## src/hdl/efp_pkg.sv

```systemverilog
// efp_pkg: shared types and constants of the event fifo with purge
// used by every file of the block; depends on nothing
`default_nettype none

package efp_pkg;

	localparam int EVT_W = 8;
	localparam int CNT_W = 4;
	localparam int OP_W  = 2;

	typedef enum logic [OP_W-1:0] {
		OP_PUSH  = 2'd0,
		OP_POP   = 2'd1,
		OP_PURGE = 2'd2
	} efp_op_t;

	typedef enum logic [1:0] {
		FIN_PUSH,
		FIN_POP,
		FIN_PURGE,
		FIN_NOP
	} efp_fin_t;

	typedef enum logic [1:0] {
		ST_IDLE,
		ST_POP,
		ST_PURGE
	} efp_state_t;

	typedef struct packed {
		logic     push;
		logic     pop_issue;
		logic     purge_init;
		logic     purge_walk;
		logic     finish;
		efp_fin_t fin;
	} efp_cmd_t;

	typedef struct packed {
		logic walk_done;
	} efp_sts_t;

	typedef struct packed {
		logic             success;
		logic [EVT_W-1:0] event_out;
		logic [CNT_W-1:0] queue_count;
		logic             queue_empty;
		logic             queue_full;
	} efp_res_t;

endpackage

`default_nettype wire

```

## src/hdl/efp_if.sv

```systemverilog
// efp_if: valid/ready channel interfaces for requests, responses and configuration
// depends on efp_pkg
`default_nettype none

interface efp_req_if;
	logic                        valid;
	logic                        ready;
	logic [efp_pkg::OP_W-1:0]    operation;
	logic [efp_pkg::EVT_W-1:0]   event_in;

	modport source (output valid, output operation, output event_in, input ready);
	modport sink (input valid, input operation, input event_in, output ready);
endinterface

interface efp_rsp_if;
	logic                        valid;
	logic                        ready;
	logic                        success;
	logic [efp_pkg::EVT_W-1:0]   event_out;
	logic [efp_pkg::CNT_W-1:0]   queue_count;
	logic                        queue_empty;
	logic                        queue_full;

	modport source (output valid, output success, output event_out, output queue_count,
		output queue_empty, output queue_full, input ready);
	modport sink (input valid, input success, input event_out, input queue_count,
		input queue_empty, input queue_full, output ready);
endinterface

interface efp_cfg_if;
	logic                        valid;
	logic                        ready;
	logic [efp_pkg::EVT_W-1:0]   data;

	modport source (output valid, output data, input ready);
	modport sink (input valid, input data, output ready);
endinterface

`default_nettype wire

```

## src/hdl/efp_ctrl.sv

```systemverilog
// efp_ctrl: controller state machine, decodes requests and sequences pop and purge
// depends on efp_pkg
`default_nettype none

module efp_ctrl (
	input  wire logic                     clk,
	input  wire logic                     arst_n,
	input  wire logic                     req_valid,
	input  wire logic [efp_pkg::OP_W-1:0] req_op,
	output logic                          req_ready,
	input  wire logic                     skid_full,
	input  wire efp_pkg::efp_sts_t        sts,
	output efp_pkg::efp_cmd_t             cmd
);

	efp_pkg::efp_state_t state_q, state_d;

	always_ff @(posedge clk or negedge arst_n) begin
		if (!arst_n) begin
			state_q <= efp_pkg::ST_IDLE;
		end else begin
			state_q <= state_d;
		end
	end

	always_comb begin
		state_d        = state_q;
		req_ready      = 1'b0;
		cmd            = '0;
		cmd.fin        = efp_pkg::FIN_NOP;
		unique case (state_q)
			efp_pkg::ST_IDLE: begin
				req_ready = !skid_full;
				if (req_valid && !skid_full) begin
					unique case (req_op)
						efp_pkg::OP_PUSH: begin
							cmd.push   = 1'b1;
							cmd.finish = 1'b1;
							cmd.fin    = efp_pkg::FIN_PUSH;
						end
						efp_pkg::OP_POP: begin
							cmd.pop_issue = 1'b1;
							state_d       = efp_pkg::ST_POP;
						end
						efp_pkg::OP_PURGE: begin
							cmd.purge_init = 1'b1;
							state_d        = efp_pkg::ST_PURGE;
						end
						default: begin
							cmd.finish = 1'b1;
							cmd.fin    = efp_pkg::FIN_NOP;
						end
					endcase
				end
			end
			efp_pkg::ST_POP: begin
				cmd.finish = 1'b1;
				cmd.fin    = efp_pkg::FIN_POP;
				state_d    = efp_pkg::ST_IDLE;
			end
			efp_pkg::ST_PURGE: begin
				cmd.purge_walk = 1'b1;
				if (sts.walk_done) begin
					cmd.finish = 1'b1;
					cmd.fin    = efp_pkg::FIN_PURGE;
					state_d    = efp_pkg::ST_IDLE;
				end
			end
			default: begin
				state_d = efp_pkg::ST_IDLE;
			end
		endcase
	end

endmodule

`default_nettype wire

```

## src/hdl/efp_dp.sv

```systemverilog
// efp_dp: ring store, read/write indices and in-place purge compaction
// depends on efp_pkg; driven by efp_ctrl commands
`default_nettype none

module efp_dp #(
	parameter int QUEUE_DEPTH = 16,
	parameter int EVENT_BITS  = 8
) (
	input  wire logic                      clk,
	input  wire logic                      arst_n,
	input  wire efp_pkg::efp_cmd_t         cmd,
	input  wire logic [efp_pkg::EVT_W-1:0] event_in,
	input  wire logic [efp_pkg::EVT_W-1:0] purge_id,
	output efp_pkg::efp_sts_t              sts,
	output efp_pkg::efp_res_t              res
);

	localparam int IDX_W = $clog2(QUEUE_DEPTH);
	localparam int CW    = IDX_W + 1;
	localparam int EXT_W = (EVENT_BITS > efp_pkg::EVT_W) ? EVENT_BITS : efp_pkg::EVT_W;
	localparam logic [IDX_W-1:0] LAST_IDX = IDX_W'(QUEUE_DEPTH - 1);

	function automatic logic [IDX_W-1:0] nxt(input logic [IDX_W-1:0] i);
		return (i == LAST_IDX) ? '0 : i + 1'b1;
	endfunction

	logic [EVENT_BITS-1:0] mem_q [QUEUE_DEPTH];
	logic [EVENT_BITS-1:0] rd_data_s1;
	logic                  rd_valid_s1;
	logic [IDX_W-1:0]      w_q, r_q, p_q, k_q;
	logic                  pop_ok_q;

	logic                  empty_now, full_now, scan_more, match, keep_wr;
	logic                  push_ok, pop_ok, we, re;
	logic [IDX_W-1:0]      w_d, r_d, waddr, raddr;
	logic [EVENT_BITS-1:0] wdata, ev_st;
	logic [EXT_W-1:0]      ev_ext, rd_ext;
	logic [CW-1:0]         diff;
	logic [CW+efp_pkg::CNT_W-1:0] cnt_wide;

	assign ev_ext    = EXT_W'(event_in);
	assign ev_st     = ev_ext[EVENT_BITS-1:0];
	assign rd_ext    = EXT_W'(rd_data_s1);

	assign empty_now = (w_q == r_q);
	assign full_now  = (nxt(w_q) == r_q);
	assign scan_more = (p_q != w_q);
	assign match     = (rd_ext == EXT_W'(purge_id));
	assign keep_wr   = cmd.purge_walk && rd_valid_s1 && !match;
	assign push_ok   = cmd.push && !full_now;
	assign pop_ok    = cmd.pop_issue && !empty_now;

	assign we    = push_ok || keep_wr;
	assign waddr = push_ok ? w_q : k_q;
	assign wdata = push_ok ? ev_st : rd_data_s1;
	assign re    = pop_ok || (cmd.purge_walk && scan_more);
	assign raddr = pop_ok ? r_q : p_q;

	assign sts.walk_done = !scan_more && !rd_valid_s1;

	always_comb begin
		w_d = w_q;
		if (push_ok) begin
			w_d = nxt(w_q);
		end else if (cmd.finish && (cmd.fin == efp_pkg::FIN_PURGE)) begin
			w_d = k_q;
		end
	end

	assign r_d = pop_ok ? nxt(r_q) : r_q;

	always_comb begin
		diff = CW'(w_d) - CW'(r_d);
		if (w_d < r_d) begin
			diff = diff + CW'(QUEUE_DEPTH);
		end
	end

	assign cnt_wide = (CW + efp_pkg::CNT_W)'(diff);

	always_comb begin
		res.queue_count = cnt_wide[efp_pkg::CNT_W-1:0];
		res.queue_empty = (w_d == r_d);
		res.queue_full  = (nxt(w_d) == r_d);
		res.success     = 1'b0;
		res.event_out   = '0;
		case (cmd.fin)
			efp_pkg::FIN_PUSH: begin
				res.success = !full_now;
			end
			efp_pkg::FIN_POP: begin
				res.success = pop_ok_q;
				if (pop_ok_q) begin
					res.event_out = rd_ext[efp_pkg::EVT_W-1:0];
				end
			end
			efp_pkg::FIN_PURGE: begin
				res.success = 1'b1;
			end
			efp_pkg::FIN_NOP: begin
				res.success = 1'b0;
			end
		endcase
	end

	// store and registered read port
	always_ff @(posedge clk) begin
		if (we) begin
			mem_q[waddr] <= wdata;
		end
		if (re) begin
			rd_data_s1 <= mem_q[raddr];
		end
	end

	always_ff @(posedge clk or negedge arst_n) begin
		if (!arst_n) begin
			w_q         <= '0;
			r_q         <= '0;
			p_q         <= '0;
			k_q         <= '0;
			pop_ok_q    <= 1'b0;
			rd_valid_s1 <= 1'b0;
		end else begin
			w_q         <= w_d;
			r_q         <= r_d;
			rd_valid_s1 <= cmd.purge_walk && scan_more;
			if (cmd.pop_issue) begin
				pop_ok_q <= pop_ok;
			end
			// survivors are rewritten behind the scan, starting at the oldest slot
			if (cmd.purge_init) begin
				p_q <= r_q;
				k_q <= r_q;
			end else begin
				if (cmd.purge_walk && scan_more) begin
					p_q <= nxt(p_q);
				end
				if (keep_wr) begin
					k_q <= nxt(k_q);
				end
			end
		end
	end

endmodule

`default_nettype wire

```

## src/hdl/efp_obuf.sv

```systemverilog
// efp_obuf: response register with a skid slot in front of the response channel
// depends on efp_pkg and efp_if
`default_nettype none

module efp_obuf (
	input  wire logic              clk,
	input  wire logic              arst_n,
	input  wire logic              res_valid,
	input  wire efp_pkg::efp_res_t res,
	output logic                   skid_full,
	efp_rsp_if.source              rsp
);

	efp_pkg::efp_res_t out_q, skid_q;
	logic              out_valid_q, skid_valid_q;
	logic              out_take;

	assign out_take  = out_valid_q && rsp.ready;
	assign skid_full = skid_valid_q;

	always_ff @(posedge clk or negedge arst_n) begin
		if (!arst_n) begin
			out_valid_q  <= 1'b0;
			skid_valid_q <= 1'b0;
		end else begin
			if (skid_valid_q && out_take) begin
				skid_valid_q <= 1'b0;
			end else if (res_valid) begin
				if (!out_valid_q || out_take) begin
					out_valid_q <= 1'b1;
				end else begin
					skid_valid_q <= 1'b1;
				end
			end else if (out_take) begin
				out_valid_q <= 1'b0;
			end
		end
	end

	always_ff @(posedge clk) begin
		if (skid_valid_q && out_take) begin
			out_q <= skid_q;
		end else if (res_valid) begin
			if (!out_valid_q || out_take) begin
				out_q <= res;
			end else begin
				skid_q <= res;
			end
		end
	end

	assign rsp.valid       = out_valid_q;
	assign rsp.success     = out_q.success;
	assign rsp.event_out   = out_q.event_out;
	assign rsp.queue_count = out_q.queue_count;
	assign rsp.queue_empty = out_q.queue_empty;
	assign rsp.queue_full  = out_q.queue_full;

endmodule

`default_nettype wire

```

## src/hdl/event_fifo_with_purge_top.sv

```systemverilog
// event_fifo_with_purge_top: push and bad-code beats give a registered response, one request
// per cycle back to back while the skid slot is free; pop gives its response after the
// registered store read; purge scans the n queued entries through the single read port
// before its response. responses wait in a register plus skid slot. reset clears indices,
// purge id and handshake state; store stays undefined
// depends on efp_pkg, efp_if, efp_ctrl, efp_dp, efp_obuf
`default_nettype none

module event_fifo_with_purge_top #(
	parameter int QUEUE_DEPTH = 16,
	parameter int EVENT_BITS  = 8
) (
	input  wire logic clk,
	input  wire logic arst_n,
	efp_req_if.sink   req,
	efp_rsp_if.source rsp,
	efp_cfg_if.sink   cfg
);

	logic [efp_pkg::EVT_W-1:0] purge_id_q;
	efp_pkg::efp_cmd_t         cmd;
	efp_pkg::efp_sts_t         sts;
	efp_pkg::efp_res_t         res;
	logic                      skid_full;

	assign cfg.ready = 1'b1;

	always_ff @(posedge clk or negedge arst_n) begin
		if (!arst_n) begin
			purge_id_q <= '0;
		end else if (cfg.valid) begin
			purge_id_q <= cfg.data;
		end
	end

	efp_ctrl u_ctrl (
		.clk       (clk),
		.arst_n    (arst_n),
		.req_valid (req.valid),
		.req_op    (req.operation),
		.req_ready (req.ready),
		.skid_full (skid_full),
		.sts       (sts),
		.cmd       (cmd)
	);

	efp_dp #(
		.QUEUE_DEPTH (QUEUE_DEPTH),
		.EVENT_BITS  (EVENT_BITS)
	) u_dp (
		.clk      (clk),
		.arst_n   (arst_n),
		.cmd      (cmd),
		.event_in (req.event_in),
		.purge_id (purge_id_q),
		.sts      (sts),
		.res      (res)
	);

	efp_obuf u_obuf (
		.clk       (clk),
		.arst_n    (arst_n),
		.res_valid (cmd.finish),
		.res       (res),
		.skid_full (skid_full),
		.rsp       (rsp)
	);

	a_no_result_into_full_skid: assert property (@(posedge clk) disable iff (!arst_n)
		cmd.finish |-> !skid_full)
		else $error("result produced while skid slot occupied");

	a_empty_not_full: assert property (@(posedge clk) disable iff (!arst_n)
		rsp.valid |-> !(rsp.queue_empty && rsp.queue_full))
		else $error("response shows empty and full together");

	a_empty_count_zero: assert property (@(posedge clk) disable iff (!arst_n)
		(rsp.valid && rsp.queue_empty) |-> (rsp.queue_count == '0))
		else $error("empty response with nonzero count");

	a_failed_beat_no_event: assert property (@(posedge clk) disable iff (!arst_n)
		(rsp.valid && !rsp.success) |-> (rsp.event_out == '0))
		else $error("event returned on failed beat");

endmodule

`default_nettype wire
```

## src/flat_wrapper.sv

```systemverilog
// flat-port wrapper written by rule: the top's interface ports become plain ports
module event_fifo_with_purge_top_flat 
#(
	parameter int QUEUE_DEPTH = 16,
	parameter int EVENT_BITS  = 8
)
  (clk, arst_n, req_valid, req_operation, req_event_in, req_ready, rsp_valid, rsp_success, rsp_event_out, rsp_queue_count, rsp_queue_empty, rsp_queue_full, rsp_ready, cfg_valid, cfg_data, cfg_ready);
  efp_req_if req_i ();
  efp_rsp_if rsp_i ();
  efp_cfg_if cfg_i ();
  input  wire logic clk;
  input  wire logic arst_n;
  input wire logic [$bits(req_i.valid)-1:0] req_valid;
  input wire logic [$bits(req_i.operation)-1:0] req_operation;
  input wire logic [$bits(req_i.event_in)-1:0] req_event_in;
  output wire logic [$bits(req_i.ready)-1:0] req_ready;
  output wire logic [$bits(rsp_i.valid)-1:0] rsp_valid;
  output wire logic [$bits(rsp_i.success)-1:0] rsp_success;
  output wire logic [$bits(rsp_i.event_out)-1:0] rsp_event_out;
  output wire logic [$bits(rsp_i.queue_count)-1:0] rsp_queue_count;
  output wire logic [$bits(rsp_i.queue_empty)-1:0] rsp_queue_empty;
  output wire logic [$bits(rsp_i.queue_full)-1:0] rsp_queue_full;
  input wire logic [$bits(rsp_i.ready)-1:0] rsp_ready;
  input wire logic [$bits(cfg_i.valid)-1:0] cfg_valid;
  input wire logic [$bits(cfg_i.data)-1:0] cfg_data;
  output wire logic [$bits(cfg_i.ready)-1:0] cfg_ready;
  assign req_i.valid = req_valid;
  assign req_i.operation = req_operation;
  assign req_i.event_in = req_event_in;
  assign req_ready = req_i.ready;
  assign rsp_valid = rsp_i.valid;
  assign rsp_success = rsp_i.success;
  assign rsp_event_out = rsp_i.event_out;
  assign rsp_queue_count = rsp_i.queue_count;
  assign rsp_queue_empty = rsp_i.queue_empty;
  assign rsp_queue_full = rsp_i.queue_full;
  assign rsp_i.ready = rsp_ready;
  assign cfg_i.valid = cfg_valid;
  assign cfg_i.data = cfg_data;
  assign cfg_ready = cfg_i.ready;
  event_fifo_with_purge_top #(.QUEUE_DEPTH(QUEUE_DEPTH), .EVENT_BITS(EVENT_BITS)) u_core (.clk(clk), .arst_n(arst_n), .req(req_i), .rsp(rsp_i), .cfg(cfg_i));
endmodule
```

## config.mk

```make
export PLATFORM = sky130hd
export DESIGN_NAME = event_fifo_with_purge_top_flat
export DESIGN_NICKNAME = d
export VERILOG_FILES = /design/src/hdl/efp_pkg.sv /design/src/hdl/efp_if.sv /design/src/hdl/efp_ctrl.sv /design/src/hdl/efp_dp.sv /design/src/hdl/efp_obuf.sv /design/src/hdl/event_fifo_with_purge_top.sv /design/src/flat_wrapper.sv
export SDC_FILE = /design/constraint.sdc
export NUM_CORES = 1
export LEC_CHECK = 0
export BUFFER_PORTS_ARGS = -buffer_cell sky130_fd_sc_hd__buf_4
export CELL_PAD_IN_SITES_DETAIL_PLACEMENT = 1
export CELL_PAD_IN_SITES_GLOBAL_PLACEMENT = 1
export CORE_UTILIZATION = 35
export DETAILED_ROUTE_END_ITERATION = 6
export GPL_TIMING_DRIVEN = 0
export MAX_ROUTING_LAYER = met4
export PLACE_DENSITY = 0.65
export RECOVER_POWER = 25
export SETUP_SLACK_MARGIN = 0.1
export SYNTH_ARGS = -nofsm -noshare
export SYNTH_HDL_FRONTEND = slang
export SYNTH_HIERARCHICAL = 1
export SYNTH_SLANG_ARGS = --single-unit
```

## constraint.sdc

```tcl
create_clock -name clk -period 7.06 [get_ports clk]
set_input_delay 1.765 -clock clk [delete_from_list [all_inputs] [get_ports clk]]
set_output_delay 1.765 -clock clk [all_outputs]
set_load 0.03 [all_outputs]
```

==> impl_metrics.ini, run 1 <==
[setup_path]
end_kind = flip-flop
cpMaxStageDelayCell = a22oi_1
critPathKind = in -> reg
path_cells = clkbuf_4 -> inv_1 -> ha_1 -> or3b_1 -> a22oi_1 -> nand3b_1 -> mux2i_1 -> a41o_1 -> a2bb2oi_1 -> xnor2_2 -> inv_2 -> or4_1 -> a32oi_1 -> mux2_4
max_stage_delay_ns = 0.49
cp_max_fo = 6
crit_family = compound AO/OA/AOI/OAI gates
worstSetupStartpointType = input port
crit_buf_inv = 3
worstPathRequired_ns = 7.37
arrival_ns = 5.50

[detailed_routing]
routed_wl_um = 20200
drtPass1Iterations = 4
drt-wirelength-per-cell_um = 21.0
drt_iter0_drc = 337
ant_nets = 0
dr_total_vias = 5034
viasPerCell = 5.22
drt_drc_violations_left = 0

[pwr]
p_per_area_nw_per_um2 = 457
peakVddDrop_mv = 0.232
p_leak_nw = 3.64

[clock_tree]
numClockSinks = 196
clock_latency_ns = 0.45
clockRootBuffer = clkbuf_16
htreeDepth = 4
numCtsBuffers = 17
cts_buffer_depth = 2
post-cts-setup-buffer-count = 0
cts_tree = built
path_clk_slew_ns = 0.08
cts-resized-gates = 0
postCtsHoldBufs = 0

[yosys]
synth.net_count = 603
synth_ff_type = edfxtp_1
synth_edf_count = 166
syn-cell-area_um2 = 8890
ys_types = 66
synth_cells = 569
syn_avg_cell_area_um2 = 15.6
yosysWarnings = 6
synth-async-reset-ratio_pct = 15.3
ys_seq_area_share_pct = 64.5
ys_seq_elements = 196

[global_route]
first_global_vias = 5413
grt.total_usage_pct = 17.0
grt_overflow_total = 0
antenna_found_initial = 0
grt_max_degree = 31
grt_pass1_wl_um = 31500

[outcome]
violations = capacitance limit, slew limit
status = finished, violations left

[floorplanning]
row_count = 57
initial_core_util_pct = 36.1
die_area_um2 = 26000
fp.dieW_um = 161
fp.dieH_um = 161
coreArea_um2 = 24600
io-pin-count = 41

[sta]
min_period_ns = 5.19
finalHoldViolations = 0
holdWs_ns = 0.521
fmax_mhz = 193
rsz0062_at_grt = false
setup_viol = 0
min_period_over_period_pct = 73.5
slew_viol_final = 31
tightest_slew_ns = 1.83
slew_headroom_pct = -21.7
tns_ns = 0
fin_skew_ns = 0.0246

[finish]
num_antenna_cells = 0
drive_above_1_share_pct = 18.8
area_delta_synth_final_pct = 13.5
final_cell_mix = edfxtp_1 (166), nand2_1 (46), nor2_1 (34), clkbuf_1 (31)
nets = 661
layout_commonest_cell = edfxtp_1

[place]
dp_hpwl_um = 14000
gp_congestion = 0.815
port_buffers = 38

[worst_hold_path]
min_path_type = reg -> reg

[flow_run]
cap_viol_max_count = 1
## routing by layer
metal | share of wire, % | GRT usage [%]
met4 | 0.71 | 4.50
met2 | 52 | 29.1
met5 | 0 | -
met3 | 3.3 | 3.47
met1 | 44 | 20.3
## state kept, by name, summed over array words and instances, names as in the netlist
register	flops
u_core/u_obuf/rsp.valid	1
u_core/u_obuf/rsp.queue_empty	1
u_core/u_dp/rd_valid_s1	1
u_core/u_obuf/rsp.queue_full	1
u_core/u_obuf/skid_q	15
u_core/u_obuf/rsp.event_out	8
u_core/u_obuf/skid_full	1
u_core/u_obuf/rsp.queue_count	4
u_core/u_dp/k_q	4
u_core/u_dp/rd_data_s1	8
u_core/u_dp/w_q	4
u_core/u_dp/mem_q	128
u_core/u_obuf/rsp.success	1
u_core/u_dp/pop_ok_q	1
u_core/u_ctrl/state_q	2
u_core/purge_id_q	8
u_core/u_dp/p_q	4
u_core/u_dp/r_q	4
## cells in the mapped netlist (3+ instances only)
| library cell | n | share of area (%) |
|---|---|---|
| edfxtp_1 | 166 | 56 |
| nand2_1 | 46 | 1.9 |
| nor2_1 | 34 | 1.4 |
| dfrtp_1 | 30 | 8.4 |
| mux4_2 | 30 | 7.6 |
| a21oi_1 | 20 | 1.1 |
| mux2_4 | 19 | 3.2 |
| xnor2_1 | 17 | 1.7 |
| mux2i_1 | 16 | 1.8 |
| inv_1 | 15 | 0.63 |
| nor2b_1 | 14 | 0.99 |
| a31oi_1 | 13 | 0.91 |
| and2_1 | 10 | 0.70 |
| clkbuf_1 | 10 | 0.42 |
| ha_1 | 10 | 1.4 |
| a211oi_1 | 9 | 0.76 |
| buf_2 | 8 | 0.45 |
| mux2_2 | 7 | 0.89 |
| xor2_1 | 7 | 0.69 |
| buf_6 | 6 | 0.76 |
| a21o_1 | 5 | 0.42 |
| o21ai_0 | 5 | 0.28 |
| and3_1 | 4 | 0.28 |
| buf_4 | 4 | 0.34 |
| nand4_1 | 4 | 0.28 |
| nor3_1 | 4 | 0.23 |
| nor3b_1 | 4 | 0.34 |
| a41o_1 | 3 | 0.34 |
| nand3_1 | 3 | 0.17 |
## power by group
group	switching (mW)	internal [mW]	total, mW
clock	0.543	0.512	1.05
sequential	0.125	1.65	1.77
combinational	1.10	0.683	1.78
## stage by stage
| stage | setup WS, ns | total power, mW | utilization, % | std cells | cell area [um2] |
|---|---|---|---|---|---|
| after floorplan | 2.32 | 3.09 | - | 569 | 8890 |
| after global placement | 1.79 | 3.55 | 38.9 | 931 | 9580 |
| after detailed placement | 1.69 | 3.63 | 39.0 | 932 | 9590 |
| after CTS | 2.10 | 4.72 | 41.6 | 964 | 10200 |
| after global routing | 1.68 | 4.84 | 41.0 | 964 | 10100 |
| final | 1.87 | 4.61 | 41.0 | 964 | 10100 |
## worst reg2reg max path, delay by kind of cell (launching register included)
kind,cells,cell delay [ns]
compound gates,4,1.35
simple gates,5,1.27
mux,2,0.44
flops,1,0.39
xor+xnor,2,0.38
buf+inv,2,0.28
## worst paths after layout
check	startpoint	end	slack, ns	cells after the start
max in group asynchronous	arst_n	u_core/purge_id_q[0]	4.19	1
setup / recovery	req_operation[0]	u_core/u_obuf/rsp.queue_full	1.87	14
min in group asynchronous	arst_n	u_core/u_dp/p_q[2]	1.81	1
hold / removal	u_core/purge_id_q[4]	u_core/purge_id_q[4]	0.52	1
hold reg to reg	u_core/purge_id_q[4]	u_core/purge_id_q[4]	0.52	1
setup reg to reg	u_core/u_dp/w_q[1]	u_core/u_obuf/rsp.queue_full	2.82	15
## layout make-up
cell class,instances,area [um2]
plain buffers,28,164
clock buffers,17,425
clock inverters,15,234
fillers,2515,14500
inverters,18,67.6
multi-input cells,327,2840
flip-flops and latches,196,5740
well taps,324,405
repair buffers,39,221
## logic make-up (layout without fill, tap and decap cells)
| group | after synthesis | after routing | share of synthesized area, % |
|---|---|---|---|
| other | 1 | 1 | 0.0422 |
| adder cells (fa/ha/maj) | 11 | 11 | 1.63 |
| flip-flops | 196 | 196 | 64.5 |
| AND/OR/NAND/NOR | 141 | 141 | 8.15 |
| XOR/XNOR | 28 | 28 | 3.17 |
| buffers and inverters | 46 | 117 | 2.73 |
| multiplexers | 74 | 74 | 14.1 |
| AO/OA/AOI/OAI | 72 | 72 | 5.66 |
Note: power is estimated with default switching activity, not from simulation.
==> inputs of run 2 (changes only) <==
- clock period: 7.06 -> 5.15 ns (I/O delays scaled with it)
==> impl_metrics.ini, run 2 (synthesis gave the netlist of run 1 again) <==
[finish]
num_antenna_cells = 0
layout_commonest_cell = edfxtp_1
biggestRegsByFlops = u_core/u_dp/mem_q (128), u_core/u_obuf/skid_q (15)
design_area_um2 = 10100
area_delta_synth_final_pct = 13.6
largest_reg_flops = 128
top_register = u_core/u_dp/mem_q
drive_above_1_share_pct = 18.9
layoutNonFillerInstCount = 964
nets = 661
final_cell_mix = edfxtp_1 (166), nand2_1 (46), nor2_1 (34), clkbuf_1 (31)

[floorplanning]
initial_core_util_pct = 36.1
fp.dieH_um = 161
row_count = 57
fp.dieW_um = 161
die_area_um2 = 26000
io-pin-count = 41
coreArea_um2 = 24600

[setup_path]
end_kind = flip-flop
critPathKind = in -> reg
cp_max_fo = 6
arrival_ns = 4.82
worstSetupStartpointType = input port
worstPathRequired_ns = 5.46

[sta]
tns_ns = 0
min_period_over_period_pct = 87.7
tightest_slew_ns = 1.82
fin_skew_ns = 0.0246
slew_headroom_pct = -21.6
slew_viol_final = 31
fmax_mhz = 221
min_period_ns = 4.52
postLayoutSetupSlackWorst_ns = 0.635
setup_viol = 0
holdWs_ns = 0.521
finalHoldViolations = 0
rsz0062_at_grt = false

[global_route]
grt.total_usage_pct = 17.0
grt.busiest_layer = met2
first_global_vias = 5413
grt_max_degree = 31
met3_usage_pct = 3.47
antenna_found_initial = 0
grt_overflow_total = 0
met1_usage_pct = 20.3
grt_pass1_wl_um = 31500
grt_use_met2_pct = 29.1

[detailed_routing]
routed_wl_um = 20200
drt_drc_violations_left = 0
viasPerCell = 5.22
dr_total_vias = 5029
drtPass1Iterations = 4
ant_nets = 0
drt_iter0_drc = 336
drt-wirelength-per-cell_um = 21.0

[pwr]
p_per_area_nw_per_um2 = 626
peakVddDrop_mv = 0.317
p_leak_nw = 3.64

[place]
place_ws_ns = 0.257
port_buffers = 38
placed_area_um2 = 9590
dp_hpwl_um = 14000
dp_cells = 932
gp_congestion = 0.815

[clock_tree]
postCtsHoldBufs = 0
cts_buffer_depth = 2
path_clk_slew_ns = 0.08
numCtsBuffers = 17
htreeDepth = 4
post-cts-setup-buffer-count = 0
cts_tree = built
clock_latency_ns = 0.45
clockRootBuffer = clkbuf_16
numClockSinks = 196
cts-resized-gates = 0

[flow_run]
cap_viol_max_count = 1

[outcome]
violations = capacitance limit, slew limit
status = finished, violations left

[worst_hold_path]
min_path_type = reg -> reg
-- run 2: cell counts in the layout (fill, tap and decap cells not counted) --
Identical to the previous run, type by type.
-- run 2: per-layer routing --
layer	share of wire [%]	up-vias
li1	-	2287
met4	0.71	0
met1	44	2636
met2	52	96
met5	0	-
met3	3.4	10
-- run 2: path summary, 6_finish.rpt --
| path | startpoint | end | slack [ns] | depth (start not counted) |
|---|---|---|---|---|
| hold / removal | u_core/purge_id_q[4] | u_core/purge_id_q[4] | 0.52 | 1 |
| hold reg to reg | u_core/purge_id_q[4] | u_core/purge_id_q[4] | 0.52 | 1 |
| setup reg to reg | u_core/u_dp/w_q[1] | u_core/u_dp/rd_data_s1[6] | 0.88 | 9 |
| max in group asynchronous | arst_n | u_core/purge_id_q[0] | 2.76 | 1 |
| min in group asynchronous | arst_n | u_core/u_dp/p_q[2] | 1.33 | 1 |
| setup / recovery | req_operation[0] | u_core/u_obuf/rsp.queue_full | 0.63 | 14 |
-- run 2: power breakdown --
| part | internal (mW) | switching, mW | total, mW |
|---|---|---|---|
| Clock | 0.701 | 0.744 | 1.45 |
| Sequential | 2.26 | 0.172 | 2.43 |
| Combinational | 0.937 | 1.50 | 2.44 |
| Total | 3.90 | 2.42 | 6.32 |
-- run 2: cell type report --
class | count | area [um2]
well taps | 324 | 405
clock inverters | 15 | 234
repair buffers | 39 | 225
clock buffers | 17 | 425
flip-flops and latches | 196 | 5740
inverters | 18 | 67.6
multi-input cells | 327 | 2840
plain buffers | 28 | 163
fillers | 2514 | 14500
-- run 2: per-stage QoR --
stage / power [mW] / util (%)
after floorplan: 4.23 / -
after global placement: 4.86 / 38.9
after detailed placement: 4.98 / 39.0
after CTS: 6.47 / 41.6
after global routing: 6.64 / 41.0
final: 6.32 / 41.0
-- run 2: worst max-delay path: stages --
cell       delay [ns]
clkbuf_4         0.11
inv_1            0.05
ha_1             0.29
or3b_1           0.36
a22oi_2          0.33
nand3b_1         0.28
mux2i_1          0.22
a41o_1           0.28
a2bb2oi_1        0.30
xnor2_2          0.20
inv_2            0.09
or4_1            0.49
a32oi_1          0.32
mux2_4           0.21
==> inputs of run 3 (changes only) <==
- CELL_PAD_IN_SITES_DETAIL_PLACEMENT: 1 -> unset
- CELL_PAD_IN_SITES_GLOBAL_PLACEMENT: 1 -> unset
- GPL_TIMING_DRIVEN: 0 -> unset
- PLACE_DENSITY: 0.65 -> 0.58
==> impl_metrics.ini, run 3 (synthesis gave the netlist of run 1 again) <==
[outcome]
status = finished, violations left
violations = capacitance limit, slew limit

[detailed_routing]
viasPerCell = 5.14
drtPass1Iterations = 5
drt_iter0_drc = 433
routed_wl_um = 18200
drt_drc_violations_left = 0
dr_total_vias = 4865
drt-wirelength-per-cell_um = 19.2
ant_nets = 0

[setup_path]
reg2regPathDepth = 8
max_stage_delay_ns = 0.48
cpMaxStageDelayCell = or4_1
critPathKind = in -> reg
worstSetupStartpointType = input port
path_cells = clkbuf_4 -> inv_1 -> ha_1 -> or3b_1 -> a22oi_1 -> nand3b_1 -> mux2i_1 -> a41o_1 -> a2bb2oi_1 -> xnor2_2 -> inv_2 -> or4_1 -> a32oi_1 -> mux2_4
end_kind = flip-flop
worstPathRequired_ns = 5.46
arrival_ns = 4.81
cp_max_fo = 6

[pwr]
power.internal_mw = 3.86
switching_share_pct = 37.3
combPwrFrac_pct = 35.9
p_per_area_nw_per_um2 = 614
power_switching_mw = 2.30
power_frac_clock_pct = 22.7
peakVddDrop_mv = 0.246
p_leak_nw = 3.56
seqPwrFrac_pct = 41.4

[finish]
nets = 643
area_delta_synth_final_pct = 12.8
drive_above_1_share_pct = 18.5
nFillCells = 2239
layout_commonest_cell = edfxtp_1
top_register = u_core/u_dp/mem_q
final_cell_mix = edfxtp_1 (166), nand2_1 (46), nor2_1 (34), dfrtp_1 (30), mux4_2 (30)
layoutNonFillerInstCount = 946
num_antenna_cells = 0
biggestRegsByFlops = u_core/u_dp/mem_q (128), u_core/u_obuf/skid_q (15)
largest_reg_flops = 128

[global_route]
antenna_found_initial = 0
first_global_vias = 5062
grt_overflow_total = 0
grt_pass1_wl_um = 29200
grt.total_usage_pct = 15.3
grt_max_degree = 31

[sta]
finalHoldViolations = 0
min_period_ns = 4.50
fin_skew_ns = 0.0184
fmax_mhz = 222
min_period_over_period_pct = 87.3
slew_headroom_pct = -20.6
tightest_slew_ns = 1.81
slew_viol_final = 31
holdWs_ns = 0.534
rsz0062_at_grt = false
setup_viol = 0
tns_ns = 0

[place]
dp_cells = 914
dp_hpwl_um = 12700
port_buffers = 39
gp_congestion = 0.869

[flow_run]
cap_viol_max_count = 1

[floorplanning]
row_count = 57
initial_core_util_pct = 36.1
io-pin-count = 41
die_area_um2 = 26000
coreArea_um2 = 24600
fp.dieW_um = 161
fp.dieH_um = 161

[clock_tree]
postCtsHoldBufs = 0
clockRootBuffer = clkbuf_16
cts_tree = built
clock_latency_ns = 0.44
path_clk_slew_ns = 0.08
htreeDepth = 4
numCtsBuffers = 17
numClockSinks = 196
cts_buffer_depth = 2
cts-resized-gates = 0
post-cts-setup-buffer-count = 0

[worst_hold_path]
min_path_type = reg -> reg
hold_path_depth = 2
[run 3: cell count changes in the layout (fill, tap and decap cells not counted), moves of 4 or more]
cell,change
buf_6,-5
buf_2,-7
clkbuf_1,-9
mux2i_1,-4
[run 3: worst paths after layout]
kind	from	to	slack [ns]
setup / recovery	req_operation[0]	u_core/u_obuf/rsp.queue_full	0.65
hold / removal	u_core/u_dp/pop_ok_q	u_core/u_dp/pop_ok_q	0.53
setup reg to reg	u_core/u_dp/w_q[2]	u_core/u_dp/rd_data_s1[2]	0.92
hold reg to reg	u_core/u_dp/pop_ok_q	u_core/u_dp/pop_ok_q	0.53
max in group asynchronous	arst_n	u_core/purge_id_q[3]	2.77
min in group asynchronous	arst_n	u_core/u_ctrl/state_q[1]	1.32
[run 3: power groups by stage]
stage | clock (mW) | sequential [mW] | combinational, mW
final | 1.40 | 2.55 | 2.21
after global routing | 1.49 | 2.59 | 2.43
after CTS | 1.43 | 2.55 | 2.33
after detailed placement | 0 | 2.58 | 2.31
after global placement | 0 | 2.57 | 2.25
after floorplan | 0 | 2.53 | 1.70
[run 3: area by class of cell]
type	instances	area, um2	share of cell area [%]
Multi-Input combinational cell	327	2870	28.6
Tap cell	324	405	4.04
Timing Repair Buffer	49	298	2.97
Clock buffer	17	425	4.24
Inverter	18	67.6	0.674
Clock inverter	15	224	2.23
Sequential cell	196	5740	57.2
[run 3: critical path: cells and delay by family]
family | cells | cell delay, ns
mux | 2 | 0.42
buf+inv | 3 | 0.23
compound gates | 4 | 1.24
fa+ha+maj | 1 | 0.29
xor+xnor | 1 | 0.19
simple gates | 3 | 1.15
[run 3: through the flow]
stage | util [%] | total power, mW | area, um2 | worst slack (ns)
6_report | 40.7 | 6.16 | 10000 | 0.653
5_1_grt | 40.7 | 6.51 | 10000 | 0.461
4_1_cts | 41.4 | 6.30 | 10200 | 0.850
3_5_place_dp | 38.7 | 4.90 | 9530 | 0.404
3_3_place_gp | 38.7 | 4.82 | 9530 | 0.551
2_1_floorplan | - | 4.23 | 8890 | 0.883
[run 3: layer usage]
metal | GRT usage [%] | part of all wire, %
met1 | 20.4 | 47
met4 | 4.37 | 1.1
met5 | - | 0
met3 | 2.85 | 3.8
met2 | 24.1 | 48
